===== config.mk =====
export PLATFORM = sky130hd
export DESIGN_NAME = gfdi_queue
export DESIGN_NICKNAME = d
export VERILOG_FILES = /design/src/rtl/gfdi_pkg.sv /design/src/rtl/gfdi_queue.sv
export SDC_FILE = /design/constraint.sdc
export NUM_CORES = 1
export LEC_CHECK = 0
export BUFFER_PORTS_ARGS = -buffer_cell sky130_fd_sc_hd__buf_2
export CORE_MARGIN = 2
export CORE_UTILIZATION = 35
export CTS_CLUSTER_DIAMETER = 150
export DETAILED_ROUTE_END_ITERATION = 10
export GPL_TIMING_DRIVEN = 0
export PLACE_DENSITY = 0.64
export SLEW_MARGIN = 5
export SYNTH_ARGS = -nofsm -noshare
export SYNTH_HDL_FRONTEND = slang
export SYNTH_SLANG_ARGS = --single-unit
export TNS_END_PERCENT = 10

===== constraint.sdc =====
create_clock -name clk -period 5.5 [get_ports clk]
set_input_delay 1.1 -clock clk [delete_from_list [all_inputs] [get_ports clk]]
set_output_delay 1.1 -clock clk [all_outputs]
set_load 0.005 [all_outputs]

===== src/rtl/gfdi_pkg.sv =====
// Shared types and constants for the gyro frame decoder and angle integrator.
package gfdi_pkg;

	// Frame layout
	localparam int FRAME_BYTES = 8;
	localparam int CNT_W       = $clog2(FRAME_BYTES);
	localparam logic [CNT_W-1:0] LAST_IDX  = CNT_W'(FRAME_BYTES - 1);
	localparam logic [CNT_W-1:0] RATE_HI_IDX  = CNT_W'(FRAME_BYTES - 3);
	localparam logic [CNT_W-1:0] RATE_MID_IDX = CNT_W'(FRAME_BYTES - 2);

	// Field widths
	localparam int BYTE_W  = 8;
	localparam int TIME_W  = 48;
	localparam int RAW_W   = 16;
	localparam int RATE_W  = 25;
	localparam int ANGLE_W = 48;
	localparam int SPAN_W  = 32;
	localparam int SCALE_W = 32;
	localparam int ACC_W   = 64;
	localparam int MUL_W   = 33;

	// Stream payload widths, padded to whole bytes
	localparam int S_DATA_W = 56;
	localparam int M_DATA_W = 128;

	// Queue between front and back
	localparam int QUEUE_DEPTH = 2;
	localparam int QPTR_W      = $clog2(QUEUE_DEPTH);
	localparam int QCNT_W      = $clog2(QUEUE_DEPTH + 1);

	// Configuration register defaults
	localparam logic [SCALE_W-1:0] RATE_SCALE_RST  = 32'd68590;
	localparam logic [SCALE_W-1:0] ANGLE_SCALE_RST = 32'd1150752;

	// Configuration register indexes
	typedef enum logic [0:0] {
		REG_RATE_SCALE  = 1'b0,
		REG_ANGLE_SCALE = 1'b1
	} gfdi_reg_e;

	// One decoded frame handed from front to back
	typedef struct packed {
		logic signed [RAW_W-1:0] rate_raw;
		logic [SPAN_W-1:0]       dt;
		logic [SPAN_W-1:0]       span;
	} gfdi_entry_t;

	// Queue occupancy flags
	typedef struct packed {
		logic full;
		logic empty;
	} gfdi_q_status_t;

	// Back-end sequencer states
	typedef enum logic [2:0] {
		BK_IDLE,
		BK_RATE,
		BK_DT,
		BK_ACC,
		BK_LO,
		BK_HI,
		BK_SUM
	} gfdi_bk_state_t;

	// Saturate a 48-bit time difference to 32 bits
	function automatic logic [SPAN_W-1:0] sat_span(input logic [TIME_W-1:0] d);
		sat_span = (|d[TIME_W-1:SPAN_W]) ? {SPAN_W{1'b1}} : d[SPAN_W-1:0];
	endfunction

endpackage


===== src/rtl/gfdi_queue.sv =====
// Short FIFO of decoded frames between the byte assembler and the integrator.
module gfdi_queue (
	input  logic                     clk,
	input  logic                     arst_n,
	input  logic                     push,
	input  gfdi_pkg::gfdi_entry_t    push_entry,
	input  logic                     pop,
	output gfdi_pkg::gfdi_entry_t    pop_entry,
	output gfdi_pkg::gfdi_q_status_t status
);
	import gfdi_pkg::*;

	gfdi_entry_t       mem_q [QUEUE_DEPTH];
	logic [QPTR_W-1:0] wr_ptr_q;
	logic [QPTR_W-1:0] rd_ptr_q;
	logic [QCNT_W-1:0] count_q;
	logic              do_push;
	logic              do_pop;

	assign status.full  = (count_q == QCNT_W'(QUEUE_DEPTH));
	assign status.empty = (count_q == '0);
	assign do_push      = push && !status.full;
	assign do_pop       = pop && !status.empty;
	assign pop_entry    = mem_q[rd_ptr_q];

	// Pointers and fill level
	always_ff @(posedge clk or negedge arst_n) begin
		if (!arst_n) begin
			wr_ptr_q <= '0;
			rd_ptr_q <= '0;
			count_q  <= '0;
		end else begin
			if (do_push) wr_ptr_q <= (wr_ptr_q == QPTR_W'(QUEUE_DEPTH - 1)) ? '0
			                         : wr_ptr_q + QPTR_W'(1);
			if (do_pop)  rd_ptr_q <= (rd_ptr_q == QPTR_W'(QUEUE_DEPTH - 1)) ? '0
			                         : rd_ptr_q + QPTR_W'(1);
			case ({do_push, do_pop})
				2'b10:   count_q <= count_q + QCNT_W'(1);
				2'b01:   count_q <= count_q - QCNT_W'(1);
				default: count_q <= count_q;
			endcase
		end
	end

	// Storage
	always_ff @(posedge clk) begin
		if (do_push) mem_q[wr_ptr_q] <= push_entry;
	end

	property p_count_bound;
		@(posedge clk) disable iff (!arst_n) count_q <= QCNT_W'(QUEUE_DEPTH);
	endproperty
	a_count_bound: assert property (p_count_bound) else $error("queue overfilled");

endmodule


# ---- Word level (Yosys, flattened, before mapping)
# Memory sizes are Yosys's and may differ from the RTL's.
# Index checks and enable logic that the tools add are counted.
dict set report word_totals {
  register_bits 4
  ram_bits 160
  in_bits 84
  out_inout_bits 82
  word_cells 22
  mem_count 1
}
dict set report classes {
  n_addsub 4
  n_eq_ne 3
  mux 5
  reduce_logical 6
}
# name depth width rd rd_clocked_by_memory_dff wr line_no
set mem_list {}
lappend mem_list {mem_q 2 80 1 0 1 gfdi_queue.sv:13} ;# gfdi_entry_t mem_q [QUEUE_DEPTH];
# cell count
set ops {}
lappend ops {{$eq A2 B2 Y1 const B} 2}
lappend ops {{$mux W1} 4}
lappend ops {{$pmux W2 S2} 1}
lappend ops {{$add A1 B1 Y1 const B} 2}
lappend ops {{$add A2 B1 Y2 const B} 1}
lappend ops {{$eq A2 B1 Y1 const B} 1}
lappend ops {{$logic_and A1 B1 Y1} 2}
lappend ops {{$logic_not A1 Y1} 2}
lappend ops {{$logic_not A2 Y1} 1}
lappend ops {{$reduce_bool A2 Y1} 1}
lappend ops {{$sub A2 B1 Y2 const B} 1}

# ---- Depth between registers and ports, before layout
dict set report depth {
  depth_word 5
  depth_mapped 6
  depth_no_buf 6
}

# ---- Least setup slack after synthesis
# Ideal clock, no wire load.
dict set report synth_path {
  kind {input to register}
  start {input port push}
  end {memory mem_q[0][0] (netlist name), enable pin}
  setup_ns 0.519
  arrival_ns 4.531
  required_time_ns 4.981
  slack_ns 0.450
  cell_stages 2
  n_path_buf 0
  path_cell_list {nand2_1 nor2_1}
}
dict set report synth_via {
  elab_chain_len 3
}
# item line_no
set synth_rtl {}
lappend synth_rtl {{start, declared} gfdi_queue.sv:5} ;# input logic push,
lappend synth_rtl {{$logic_and A1 B1 Y1} gfdi_queue.sv:22} ;# assign do_push = push && !status.full;
lappend synth_rtl {{$mux W1} gfdi_queue.sv:47} ;# if (do_push) mem_q[wr_ptr_q] <= push_entry;
lappend synth_rtl {{$mux W1 (not written as such)} gfdi_queue.sv:47}
lappend synth_rtl {{end, declared} gfdi_queue.sv:13}
# Every way passes these cells.

==> results.ini <==
[floorplan]
rows = 49
initial_core_util_pct = 35.6
die_area_mm2 = 0.0193
die_x_um = 139
core_mm2 = 0.0179
die_y_um = 139
io_pins = 166

[placed_design]
finalWeightedCongestion = 0.680
io_buffers = 165
place_inst = 664
hpwl_mm = 7.72
dpl-instance-area_mm2 = 0.00756
dp_worst_setup_slack_ns = 2.90

[routing]
drtAntennaViolNets = 0
drt-initial-drc-count = 138
wl_per_cell_um = 16.3
drc = 0
num_vias = 3068
dr.pass1.iters = 4
dr.max_layer_used = met4
wl_met1_mm = 4.65
wl_met2_mm = 5.68
wl_met3_um = 808
vias_per_cell = 4.40
totalWireLength_mm = 11.3

[logic_synthesis]
yosysWarnings = 0
synth.net_count = 352
yosysUniqueCellTypes = 15
syn_area_mm2 = 0.00637
postSynthCellCount = 267
avgSynthCellArea_um2 = 23.9
ys_seq_area_share_pct = 77.0
synth-seq-cells = 164

[final_layout]
num-fill-cells = 1570
drive_gt1_share_pct = 61.9
stdcell_count = 697
syn_to_final_growth_pct = 27.0
final_area_mm2 = 0.00809
seq_area_mm2 = 0.00490
nets = 539
multi_input_area_mm2 = 0.00130
final_common_cell = buf_2
mostFrequentLayoutCells = buf_2, edfxtp_1, mux2_4, clkbuf_16, buf_12

[setup_path]
cp_slowest_cell = dfrtp_1
crit_fanout = 10
worstSetupPathType = reg -> out
cp_cell_sequence = buf_6, buf_12, mux2_4, buf_2
max_stage_delay_ns = 0.34
critPathLaunchType = flop
critPathBufInv = 3
cp.arrival_ns = 1.63
critPathTopFamily = buffers and inverters
crit_required_ns = 4.40
end_kind = primary output

[sta]
rsz0062_at_grt = no
hold-worst-slack_ns = 0.488
fin_skew_ns = 0.00371
fin_ws_ns = 2.77
finalMaxSlewViolations = 0
fmax_mhz = 367
setup_viol = 0
worstMarginPinSlew_ns = 0.732
relSlewSlack_pct = 51.1
finalHoldViolCount = 0
timing.final.crit_share_pct = 49.6
tns_ns = 0
fin_crit_ns = 2.73

[cts]
cts_setup_buffers = 0
cts_tree = yes
insertion_delay_ns = 0.41
cts-resized-gates = 0
htreeDepth = 4
clkSinkCount = 164
cts_hold_buf = 0
numCtsBuffers = 17
cts.path.max_buffers = 2
clk_pin_slew_ns = 0.06
cts_root_buf = clkbuf_16

[grt]
grt_antenna_before_repair = 2
grt_pass1_wl_mm = 17.2
grt_pass1_vias = 3290
grt_usage_pct = 11.8
grt_max_degree = 48
grt_overflow = 0

[job]
cap_viol_max_count = 0

[power]
cellPowerDensity_mw_per_mm2 = 527
power.leakage_uw = 0.00326
ir_drop_uv = 346

[hold_path]
hold_class = in -> async

[run_status]
outcome = completed

[flip-flops by register name, summed over array words and instances (netlist names)]
name and cells:
rd_ptr_q 1, wr_ptr_q 1, count_q 2, mem_q 160
[where the power goes]
group          leakage [uW]  switching, uW  total [uW]  internal, uW
Sequential          0.00153           72.5        1780          1710
Clock              0.000258            445        1050           610
Combinational       0.00146            620        1430           805
Total               0.00326           1140        4260          3120
[routing by layer]
| metal | track usage (%) | vias to the layer above |
|---|---|---|
| met5 | 0 | - |
| met4 | 4.94 | 0 |
| met3 | 4.70 | 12 |
| met2 | 19.6 | 118 |
| met1 | 13.5 | 1509 |
| li1 | - | 1429 |
[synth_stat cells]
library cell  instances  area share, %
nand2b_1              1          0.098
edfxtp_1            160             75
xor2_1                2           0.28
ha_1                  1           0.20
nand2_1               1          0.059
xnor2_1               3           0.41
dfrtp_1               4            1.6
buf_12                8            2.5
nor2_1                3           0.18
buf_6                 1           0.18
and3_1                1          0.098
inv_1                 1          0.059
nor2b_2               1           0.14
mux2_2                1           0.18
mux2_4               79             19
[logic make-up after synthesis]
logic type / Yosys count / share of synthesized area [%]
flops: 164 / 77.0
mux: 80 / 18.8
fa+ha+maj: 1 / 0.196
xor+xnor: 5 / 0.688
simple gates: 7 / 0.570
buf+inv: 10 / 2.75
[metrics by stage]
step                      total power (uW)  util [%]
after global placement                3240      41.8
after CTS                             4350      45.2
after floorplan                       2770         -
after detailed placement              3270      42.2
final                                 4260      45.2
after global routing                  4480      45.2
[worst paths after layout]
path / from / endpoint / slack [ns] / cells past startpoint
min in group clk: count_q[1]$_DFFE_PN0P_ / count_q[1]$_DFFE_PN0P_ / 0.52 / 1
max reg2reg: count_q[0]$_DFFE_PN0P_ / mem_q[0][71]$_DFFE_PP_ / 3.51 / 4
max in group asynchronous: arst_n / wr_ptr_q$_DFFE_PN0P_ / 4.89 / 1
min: arst_n / count_q[0]$_DFFE_PN0P_ / 0.49 / 1
min reg2reg: count_q[1]$_DFFE_PN0P_ / count_q[1]$_DFFE_PN0P_ / 0.52 / 1
max: rd_ptr_q$_DFFE_PN0P_ / pop_entry[32] / 2.77 / 4
[final cells by class]
| class | count | share of cell area (%) |
|---|---|---|
| flip-flops and latches | 164 | 60.6 |
| multi-input cells | 93 | 16.1 |
| repair buffers | 168 | 11.0 |
| clock buffers | 18 | 5.30 |
| well taps | 229 | 3.54 |
| plain buffers | 9 | 2.12 |
| clock inverters | 12 | 1.14 |
| diodes | 3 | 0.0928 |
| inverters | 1 | 0.0464 |
Note: power is estimated with default switching activity, not from simulation.
