==> config.mk <==
export PLATFORM = sky130hd
export DESIGN_NAME = gfdi_front
export DESIGN_NICKNAME = d
export VERILOG_FILES = /design/src/rtl/gfdi_pkg.sv /design/src/rtl/gfdi_front.sv
export SDC_FILE = /design/constraint.sdc
export NUM_CORES = 1
export LEC_CHECK = 0
export ABC_AREA = 1
export BUFFER_PORTS_ARGS = -buffer_cell sky130_fd_sc_hd__buf_2
export CAP_MARGIN = 20
export CELL_PAD_IN_SITES_DETAIL_PLACEMENT = 0
export CELL_PAD_IN_SITES_GLOBAL_PLACEMENT = 1
export CORE_ASPECT_RATIO = 0.9
export CORE_MARGIN = 4
export CORE_UTILIZATION = 45
export DETAILED_ROUTE_END_ITERATION = 6
export PLACE_DENSITY = 0.93
export SLEW_MARGIN = 0
export SYNTH_ARGS = -nofsm -noshare
export SYNTH_HDL_FRONTEND = slang
export SYNTH_SLANG_ARGS = --single-unit
==> constraint.sdc <==
create_clock -name clk -period 4.15 [get_ports clk]
set_input_delay 0.415 -clock clk [delete_from_list [all_inputs] [get_ports clk]]
set_output_delay 0.415 -clock clk [all_outputs]
set_load 0.05 [all_outputs]
==> src/rtl/gfdi_pkg.sv <==
// Shared types and constants for the gyro frame decoder and angle integrator.
package gfdi_pkg;

	// Frame layout
	localparam int FRAME_BYTES = 8;
	localparam int CNT_W       = $clog2(FRAME_BYTES);
	localparam logic [CNT_W-1:0] LAST_IDX  = CNT_W'(FRAME_BYTES - 1);
	localparam logic [CNT_W-1:0] RATE_HI_IDX  = CNT_W'(FRAME_BYTES - 3);
	localparam logic [CNT_W-1:0] RATE_MID_IDX = CNT_W'(FRAME_BYTES - 2);

	// Field widths
	localparam int BYTE_W  = 8;
	localparam int TIME_W  = 48;
	localparam int RAW_W   = 16;
	localparam int RATE_W  = 25;
	localparam int ANGLE_W = 48;
	localparam int SPAN_W  = 32;
	localparam int SCALE_W = 32;
	localparam int ACC_W   = 64;
	localparam int MUL_W   = 33;

	// Stream payload widths, padded to whole bytes
	localparam int S_DATA_W = 56;
	localparam int M_DATA_W = 128;

	// Queue between front and back
	localparam int QUEUE_DEPTH = 2;
	localparam int QPTR_W      = $clog2(QUEUE_DEPTH);
	localparam int QCNT_W      = $clog2(QUEUE_DEPTH + 1);

	// Configuration register defaults
	localparam logic [SCALE_W-1:0] RATE_SCALE_RST  = 32'd68590;
	localparam logic [SCALE_W-1:0] ANGLE_SCALE_RST = 32'd1150752;

	// Configuration register indexes
	typedef enum logic [0:0] {
		REG_RATE_SCALE  = 1'b0,
		REG_ANGLE_SCALE = 1'b1
	} gfdi_reg_e;

	// One decoded frame handed from front to back
	typedef struct packed {
		logic signed [RAW_W-1:0] rate_raw;
		logic [SPAN_W-1:0]       dt;
		logic [SPAN_W-1:0]       span;
	} gfdi_entry_t;

	// Queue occupancy flags
	typedef struct packed {
		logic full;
		logic empty;
	} gfdi_q_status_t;

	// Back-end sequencer states
	typedef enum logic [2:0] {
		BK_IDLE,
		BK_RATE,
		BK_DT,
		BK_ACC,
		BK_LO,
		BK_HI,
		BK_SUM
	} gfdi_bk_state_t;

	// Saturate a 48-bit time difference to 32 bits
	function automatic logic [SPAN_W-1:0] sat_span(input logic [TIME_W-1:0] d);
		sat_span = (|d[TIME_W-1:SPAN_W]) ? {SPAN_W{1'b1}} : d[SPAN_W-1:0];
	endfunction

endpackage

==> src/rtl/gfdi_front.sv <==
// Byte assembler: frames serial bytes and hands decoded frames to the queue.
module gfdi_front (
	input  logic                          clk,
	input  logic                          arst_n,
	input  logic                          in_valid,
	output logic                          in_ready,
	input  logic [gfdi_pkg::BYTE_W-1:0]   rx_byte,
	input  logic [gfdi_pkg::TIME_W-1:0]   time_us,
	input  gfdi_pkg::gfdi_q_status_t      q_status,
	output logic                          push,
	output gfdi_pkg::gfdi_entry_t         push_entry
);
	import gfdi_pkg::*;

	logic              in_frame_q;
	logic [CNT_W-1:0]  cnt_q;
	logic [BYTE_W-1:0] b_hi_q;
	logic [BYTE_W-1:0] b_mid_q;
	logic [TIME_W-1:0] start_q;
	logic [TIME_W-1:0] prev_q;
	logic              have_prev_q;
	logic              accept;
	logic              done;
	logic [7:0]        rate_lo;
	logic [7:0]        rate_hi;

	assign in_ready = !q_status.full;
	assign accept   = in_valid && in_ready;
	assign done     = accept && in_frame_q && (cnt_q == LAST_IDX);
	assign push     = done;

	// Rate rebuild from the last three bytes; the final byte is the current one
	assign rate_lo = {rx_byte[7] | b_mid_q[0], rx_byte[6:0]};
	assign rate_hi = {b_hi_q[1:0], b_mid_q[6:1]};

	always_comb begin
		push_entry.rate_raw = $signed({rate_hi, rate_lo});
		push_entry.dt       = have_prev_q ? sat_span(start_q - prev_q) : '0;
		push_entry.span     = sat_span(time_us - start_q);
	end

	// Frame state
	always_ff @(posedge clk or negedge arst_n) begin
		if (!arst_n) begin
			in_frame_q  <= 1'b0;
			cnt_q       <= '0;
			start_q     <= '0;
			prev_q      <= '0;
			have_prev_q <= 1'b0;
		end else if (accept) begin
			if (!in_frame_q) begin
				if (rx_byte[7]) begin
					in_frame_q <= 1'b1;
					cnt_q      <= CNT_W'(1);
					start_q    <= time_us;
				end
			end else if (cnt_q == LAST_IDX) begin
				in_frame_q  <= 1'b0;
				cnt_q       <= '0;
				prev_q      <= start_q;
				have_prev_q <= 1'b1;
			end else begin
				cnt_q <= cnt_q + CNT_W'(1);
			end
		end
	end

	// Payload bytes that feed the rate field
	always_ff @(posedge clk) begin
		if (accept && in_frame_q) begin
			if (cnt_q == RATE_HI_IDX)  b_hi_q  <= rx_byte;
			if (cnt_q == RATE_MID_IDX) b_mid_q <= rx_byte;
		end
	end

	property p_no_push_full;
		@(posedge clk) disable iff (!arst_n) push |-> !q_status.full;
	endproperty
	a_no_push_full: assert property (p_no_push_full) else $error("push into full queue");

	property p_frame_closes;
		@(posedge clk) disable iff (!arst_n) done |=> (!in_frame_q && cnt_q == '0);
	endproperty
	a_frame_closes: assert property (p_frame_closes) else $error("frame not closed");

endmodule

-- Word level (Yosys, flattened, before mapping)
Index checks and enable logic that the tools add are counted.
- word-level logic and storage cells: 36
- flip-flop bits (word level): 110
- output and inout bits: 82
- add/subtract/negate cells: 3
- equal/unequal tests: 3
- reduce and logical (&&, ||, !) cells: 12
- mux-type cells: 9
- bitwise gates (word level): 2
- operators with widths (kind ; number):
    two-way mux 32 bit ; 3
    subtractor 48 bit ; 2
    OR reduction 16 bit ; 2
    equality test 3 bit, second input constant ; 3
    two-way mux 3 bit ; 3
    AND reduction 2 bit ; 3
    AND reduction 3 bit ; 2
    adder 3 x 1 -> 3 bit, second input constant ; 1
    logical AND 1 bit ; 3
    two-way mux 1 bit ; 3
    nonzero test 2 bit ; 1
    zero test 1 bit ; 1
    inverter 1 bit ; 1
    OR 1 bit ; 1

-- Logic depth before layout (Yosys ltp)
Gate-level depths: netlist of the first run.
- word-level depth: 4
- depth in mapped cells: 22
- gate-level depth less buffers: 21

-- Worst setup path before layout of the first run
Ideal clock, no wire load.
- path kind: input to output
- from: in time_us[0] (netlist name)
- to: out push_entry[10] (netlist name)
- slack: 0.953 ns
- data arrival time: 2.782 ns
- stages: 18
- cells stage by stage: inv_1 -> ha_1 -> fa_1 -> o21ai_2 -> nand2_1 -> nand2_2 -> nand2_1 -> nand2_2 -> nand2_1 -> nand2_1 -> nand2_1 -> nand3_1 -> nand2_1 -> nor2_1 -> nand2_1 -> nor2_4 -> buf_4 -> nand3_1
- RTL lines (item ; line ; text):
    start: declaration ; gfdi_front.sv:8 ; input logic [gfdi_pkg::TIME_W-1:0] time_us,
    end: declaration ; gfdi_front.sv:11 ; output gfdi_pkg::gfdi_entry_t push_entry

==> results of run 1 <==
worst register-to-register path, delay by kind of cell, from the launching register on:
| kind | cells | cell delay [ns] |
|---|---|---|
| fa+ha+maj | 2 | 0.30 |
| simple gates | 2 | 0.50 |
| compound gates | 1 | 0.07 |
| buf+inv | 3 | 0.85 |
| flops | 1 | 0.40 |
state kept, by name, indices dropped and copies added (netlist names):
| register | flops |
|---|---|
| b_mid_q | 7 |
| start_q | 48 |
| in_frame_q | 1 |
| cnt_q | 3 |
| prev_q | 48 |
| b_hi_q | 2 |
| have_prev_q | 1 |
timing repair:
| action | CTS | global route |
|---|---|---|
| hold buffers | 0 | 0 |
| resized for setup | 0 | 5 |
| endpoints found under the setup margin | 0 | 55 |
| buffers inserted | 0 | 2 |
per-layer routing:
layer / vias to the layer above / wire, µm / track usage / share of wire
met5: - / 0 / 0 / 0
met4: 0 / 881 / 0.0582 / 0.023
met3: 51 / 1820 / 0.0159 / 0.047
met2: 326 / 17100 / 0.396 / 0.44
met1: 5845 / 18900 / 0.361 / 0.49
li1: 6683 / - / - / -
worst paths after layout:
check                                start        endpoint  slack, ns
worst max-delay path            start_q[0]  push_entry[41]       0.23
worst min-delay path                arst_n      start_q[2]       0.16
min in group clk                rx_byte[2]      b_mid_q[2]       0.25
worst min register to register   prev_q[0]       prev_q[0]       0.50
worst max register to register    cnt_q[0]      prev_q[47]       1.92
max in group asynchronous           arst_n      prev_q[23]       2.99
cells in the final DEF (no fill, tap or decap), types with 3 or more instances in the layout:
cell       Yosys  layout
a21o_1         3       3
a21oi_1      142     142
a31oi_1       11      11
buf_2          1     139
buf_4         19      10
clkbuf_16      0      11
dfrtp_1      101     101
edfxtp_1       9       9
ha_1          98      97
inv_1        382     382
inv_2         23      23
inv_6          0       3
nand2_1      643     643
nand2_2       14      14
nand3_1       95      94
nand3_2       34      34
nand3b_1       5       5
nand4_1       18      18
nor2_1       220     219
nor2_2        24      24
nor2_4         5       6
nor3_1        14      14
o21a_1         9       9
o21ai_0       87      87
o21ai_1        7       7
o21bai_1      13      13
xnor2_1       46      46
xor2_1        18      18
cell type report:
class | count | share of cell area
Multi-Input combinational cell | 1521 | 0.573
Sequential cell | 110 | 0.201
Inverter | 407 | 0.110
Timing Repair Buffer | 156 | 0.0640
Tap cell | 354 | 0.0318
Clock buffer | 10 | 0.0164
Clock inverter | 6 | 0.00449
Antenna cell | 1 | 0.000180
through the flow:
stage | cell area [µm²] | hold WS, ns | std cells
detailed placement | 13500 | 0.478 | 2544
CTS | 13800 | 0.226 | 2560
global route | 13900 | 0.231 | 2565
finish | 13900 | 0.157 | 2565
global placement | 13500 | 0.471 | 2544
floorplan | 12600 | 0.119 | 2087
kinds of logic after synthesis:
family / count (synthesis)
simple gates: 1080
buf+inv: 456
compound gates: 277
flops: 110
fa+ha+maj: 100
xor+xnor: 64
power by group through the flow:
stage | sequential, W | clock [W] | combinational (W)
finish | 0.00178 | 0.000842 | 0.00926
global route | 0.00182 | 0.000911 | 0.0104
CTS | 0.00177 | 0.000859 | 0.00915
detailed placement | 0.00179 | 0 | 0.00909
global placement | 0.00176 | 0 | 0.00906
floorplan | 0.00165 | 0 | 0.00695
==> flow_summary.yaml, run 1 <==
critical_path:
  timing.setup.critical_path_class: "reg2out"
  critical-path-top-delay-family: "simple AND/OR/NAND/NOR gates"
  worst-r2r-cell-count: 8
  critical_path_arrival_ns: 3.51
  crit_top_cell: "nand2_1"
  end_kind: "output port"
  worst_path_largest_cell_delay_ns: 0.41
  cells_traversed_along_the_worst_timing_path: "inv_1 > ha_2 > fa_2 > inv_1 > nand2_1 > nand2_1 > nand3_1 > nand2_2 > nand2_1 > nand2_1 > nand2_1 > nand2_1 > nand2_1 > nand2_1 > inv_2 > nor2_1 > nand2_1 > nor2_4 > clkbuf_16 > nand3_2 > nand2_1 > inv_1 > buf_2"
  timing.critical_path.depth: 23
  timing.critical_path.from_type: "register"
  required_ns: 3.73
  worst-path-buf-inv: 6
  worst_path_max_delay_cell: "dfrtp_1"
  crit_fanout: 16
pwr:
  total_switching_power_w: 0.00698
  ir_drop_uv: 260
  power_leakage_nw: 7.56
  pwr-share-comb: 0.780
  power_frac_seq: 0.150
  internal_power_w: 0.00490
  power_density_nw_per_um2: 853
  post-layout-total-power_w: 0.0119
  clock_power_share: 0.071
  netSwitchingFraction: 0.588
cells_and_area:
  fill_cells: 2950
  post_route_cells_drive_above_1_share: 0.128
  multi_input_comb_area_um2: 7980
  fin_util: 0.511
  seqCellArea_um2: 2800
  layout.nets: 2366
  synthToLayoutAreaGrowth_pct: 10.7
sta:
  final-setup-viol-count: 0
  fin_crit_ns: 3.92
  timing.setup.tns_ns: 0
  worst_slew_slack_as_a_fraction_of_its_limit: 0.367
  fin_worst_skew_ns: 0.0126
  max_freq_ghz: 0.255
  unrepaired_setup_endpoints_after_global_routing: "true"
  slew_violations: 0
  layout_worst_path_cycle_share: 0.945
  timing.final.ws_setup_ns: 0.228
  finalHoldViolations: 0
  actual_transition_at_the_worst_max_transition_pin_ns: 0.950
route:
  postRouteWirelength_um: 38700
  drt-initial-drc-count: 861
  total_via_count_in_the_routed_design: 12900
  routedWlPerCell_um: 15.1
  drt-vias-per-instance: 5.03
  ant_nets: 0
  remaining_drc_errors: 0
  dr.pass1.iters: 5
global_routing:
  grt_max_degree: 97
  globalRouteOverflowTotal: 0
  grt_pass1_wl_um: 61500
  antenna_violations_before_repair: 1
  first_global_vias: 12200
  gr-usage-all-layers: 0.246
placed_design:
  gp_congestion: 1.06
  dpl_worst_slack_ns: 0.443
  hpwl_um: 33000
  port-buffer-count: 141
logic_synthesis:
  synth_top_family_by_area: "simple AND/OR/NAND/NOR gates"
  syn_area_um2: 12600
  synth-seq-area-share: 0.222
  post_synth_main_area_contributors: "dfrtp_1 (20%), nand2_1 (19%), inv_1 (11%), ha_1 (9.7%), nor2_1 (6.6%)"
  synth.top_cell.area_share: 0.201
  syn_nets: 2248
  edff_count_synth: 9
  synth_ff_type: "dfrtp_1"
  synth-warning-count: 0
  synthAdderAreaFrac: 0.101
  ys_seq_elements: 110
  muxShareOfSynthArea: 0
  synth_simple_gate_area_share: 0.369
  post_synth_num_cell_types: 40
  synthXorXnorAreaFrac: 0.0446
  synth.largest_area_cell: "dfrtp_1"
  synthesis.instances: 2087
  post_syn_area_per_cell_um2: 6.03
  synth_commonest_cells: "nand2_1 (643), inv_1 (382), nor2_1 (220)"
  async_flop_share: 0.918
  synth_compound_area_frac: 0.118
  synthMostInstantiatedCell: "nand2_1"
clock_tree:
  root_buffer_cell: "clkbuf_16"
  clock_sink_count: 110
  tritoncts: "done"
  cts.reportedPaths.clkPinSlew_ns: 0.08
  longest_clk_path_bufs: 2
  cts.htree.levels: 3
  clkLatencyLatePin_ns: 0.35
  cts-buffers-inserted: 9
run_status:
  outcome: "finished, final reports clean"
floorplanning:
  chipHeight_um: 167
  start_util: 0.462
  ioPinCount: 143
  fp.dieW_um: 184
  core-area_um2: 27200
  area_enclosed_by_the_die_boundary_um2: 30700
  floorplan.rows: 57
worst_hold_path:
  worst_hold_path_type: "in2async"
flow_run:
  max_cap_viol_count: 0
Power figures use the tool's default switching activity.
==> run 2, diff against run 1 <==
BUFFER_PORTS_ARGS = -buffer_cell sky130_fd_sc_hd__buf_4   (was -buffer_cell sky130_fd_sc_hd__buf_2)
HOLD_SLACK_MARGIN = 0.08   (was default)
==> run 2 against run 1 <==
Critical path depth unchanged. Hold slack improved by 0.016 ns. Sequential cell count unchanged. Final cell count is 0.27% lower. Die area did not move. Combinational power about the same. Wire length shrank 0.41%. Sequential power hardly changed. Count of clock-buffer cells in the layout is 1 lower. Setup slack got worse by 0.053 ns. Register-to-register slack improved by 0.28 ns. Largest cell class unchanged.
==> flow_summary.yaml, run 2 (synthesis gave the netlist of run 1 again) <==
run_status:
  outcome: "finished, final reports clean"
cells_and_area:
  synthToLayoutAreaGrowth_pct: 13.4
  multi_input_comb_area_um2: 7970
  n_antenna_cell: 0
  largest_registers: "prev_q (48), start_q (48), b_mid_q (7)"
  seqCellArea_um2: 2800
  mostFrequentLayoutCells: "nand2_1 (643), inv_1 (381), nor2_1 (219), buf_4 (145), a21oi_1 (142)"
  fill_cells: 2832
  commonest_non_fill_non_tap_cell_in_the_layout: "nand2_1"
  layout.nets: 2360
  post_route_cells_drive_above_1_share: 0.126
global_routing:
  antenna_violations_before_repair: 0
  globalRouteOverflowTotal: 0
  grt_max_degree: 97
  first_global_vias: 12100
  grt_pass1_wl_um: 61700
  gr-usage-all-layers: 0.246
clock_tree:
  post_cts_buffers: 0
  cts.reportedPaths.clkPinSlew_ns: 0.09
  ctsResizeCount: 0
  cts-buffers-inserted: 9
  root_buffer_cell: "clkbuf_16"
  clkLatencyLatePin_ns: 0.35
  cts.htree.levels: 3
  longest_clk_path_bufs: 2
  clock_sink_count: 110
  ctsHoldBuffers: 0
  tritoncts: "done"
sta:
  layout_worst_path_cycle_share: 0.958
  actual_transition_at_the_worst_max_transition_pin_ns: 0.976
  finalHoldViolations: 0
  fin_crit_ns: 3.98
  final-setup-viol-count: 0
  timing.final.ws_setup_ns: 0.174
  timing.setup.tns_ns: 0
  max_freq_ghz: 0.252
  slew_violations: 0
  worst_slew_slack_as_a_fraction_of_its_limit: 0.349
  fin_worst_skew_ns: 0.0162
critical_path:
  timing.setup.critical_path_class: "reg2out"
  crit_top_cell: "nand2_1"
  cells_traversed_along_the_worst_timing_path: "inv_1 > ha_1 > fa_1 > inv_2 > nand2_1 > nand2_1 > nand3_1 > nand2_2 > nand2_1 > nand2_1 > nand2_1 > nand2_1 > nand2_1 > nand2_1 > inv_2 > nor2_1 > nand2_1 > nor2_4 > clkbuf_16 > nand3_2 > nand2_1 > inv_1 > buf_4"
  end_kind: "output port"
  timing.critical_path.from_type: "register"
  worst_path_largest_cell_delay_ns: 0.44
  crit_fanout: 16
  required_ns: 3.73
  critical_path_arrival_ns: 3.56
  worst_path_max_delay_cell: "fa_1"
route:
  remaining_drc_errors: 0
  drt-initial-drc-count: 912
  postRouteWirelength_um: 38600
  dr.pass1.iters: 6
  routedWlPerCell_um: 15.1
  total_via_count_in_the_routed_design: 12900
  drt-vias-per-instance: 5.05
  ant_nets: 0
pwr:
  ir_drop_uv: 332
  power_leakage_nw: 7.70
  power_density_nw_per_um2: 840
floorplanning:
  ioPinCount: 143
  start_util: 0.462
  floorplan.rows: 57
  chipHeight_um: 167
  core-area_um2: 27200
  fp.dieW_um: 184
  area_enclosed_by_the_die_boundary_um2: 30700
placed_design:
  port-buffer-count: 141
  hpwl_um: 32700
  dpl_worst_slack_ns: 0.504
  gp_congestion: 1.07
flow_run:
  max_cap_viol_count: 0
worst_hold_path:
  worst_hold_path_type: "in2async"
-- run 2: changes by cell type in the layout (fill, tap and decap cells not counted), sizes merged --
| cell | change |
|---|---|
| clkinv | +1 |
| bufinv | +1 |
| inv | -1 |
| clkbuf | -2 |
| diode | -1 |
| buf | -5 |
-- run 2: layout make-up --
| cell class | instances | area share |
|---|---|---|
| inverter | 407 | 0.107 |
| clock inverter | 7 | 0.00772 |
| multi-input combinational | 1521 | 0.559 |
| tap | 354 | 0.0311 |
| clock buffer | 9 | 0.0158 |
| timing repair buffer | 150 | 0.0834 |
| sequential | 110 | 0.196 |
-- run 2: through the flow --
stage	std cells	instance area, µm²	hold slack [ns]	util	total power, W
4_1_cts	2556	14200	0.225	0.522	0.0119
6_report	2558	14300	0.173	0.524	0.0120
2_1_floorplan	2087	12600	0.119	-	0.00860
5_1_grt	2558	14300	0.229	0.524	0.0132
3_3_place_gp	2540	13900	0.473	0.509	0.0109
3_5_place_dp	2540	13900	0.489	0.509	0.0109
-- run 2: per-layer routing --
layer,track usage,vias up,share of wire
li1,-,6685,-
met4,0.0643,0,0.027
met2,0.390,380,0.44
met1,0.363,5803,0.48
met5,0,-,0
met3,0.0153,57,0.053
-- run 2: path summary, 6_finish.rpt --
kind                       startpoint              to  slack [ns]  cells after the start
hold / removal                 arst_n      start_q[2]        0.17                      1
min in group clk           rx_byte[2]      b_mid_q[2]        0.24                      1
setup / recovery           start_q[0]  push_entry[51]        0.17                     23
hold reg to reg             prev_q[0]       prev_q[0]        0.52                      2
setup reg to reg             cnt_q[1]      prev_q[30]        2.20                      6
max in group asynchronous      arst_n      prev_q[23]        3.03                      2
-- run 2: worst max-delay path, delay by kind of cell (launching register included) --
family | cells | cell delay [ns]
AND/OR/NAND/NOR | 15 | 1.36
buffers and inverters | 6 | 0.71
adder cells (fa/ha/maj) | 2 | 0.69
flip-flops | 1 | 0.42
-- run 2: power by group --
group	switching, W	internal, W
sequential	0.000297	0.00148
combinational	0.00623	0.00306
clock	0.000433	0.000495
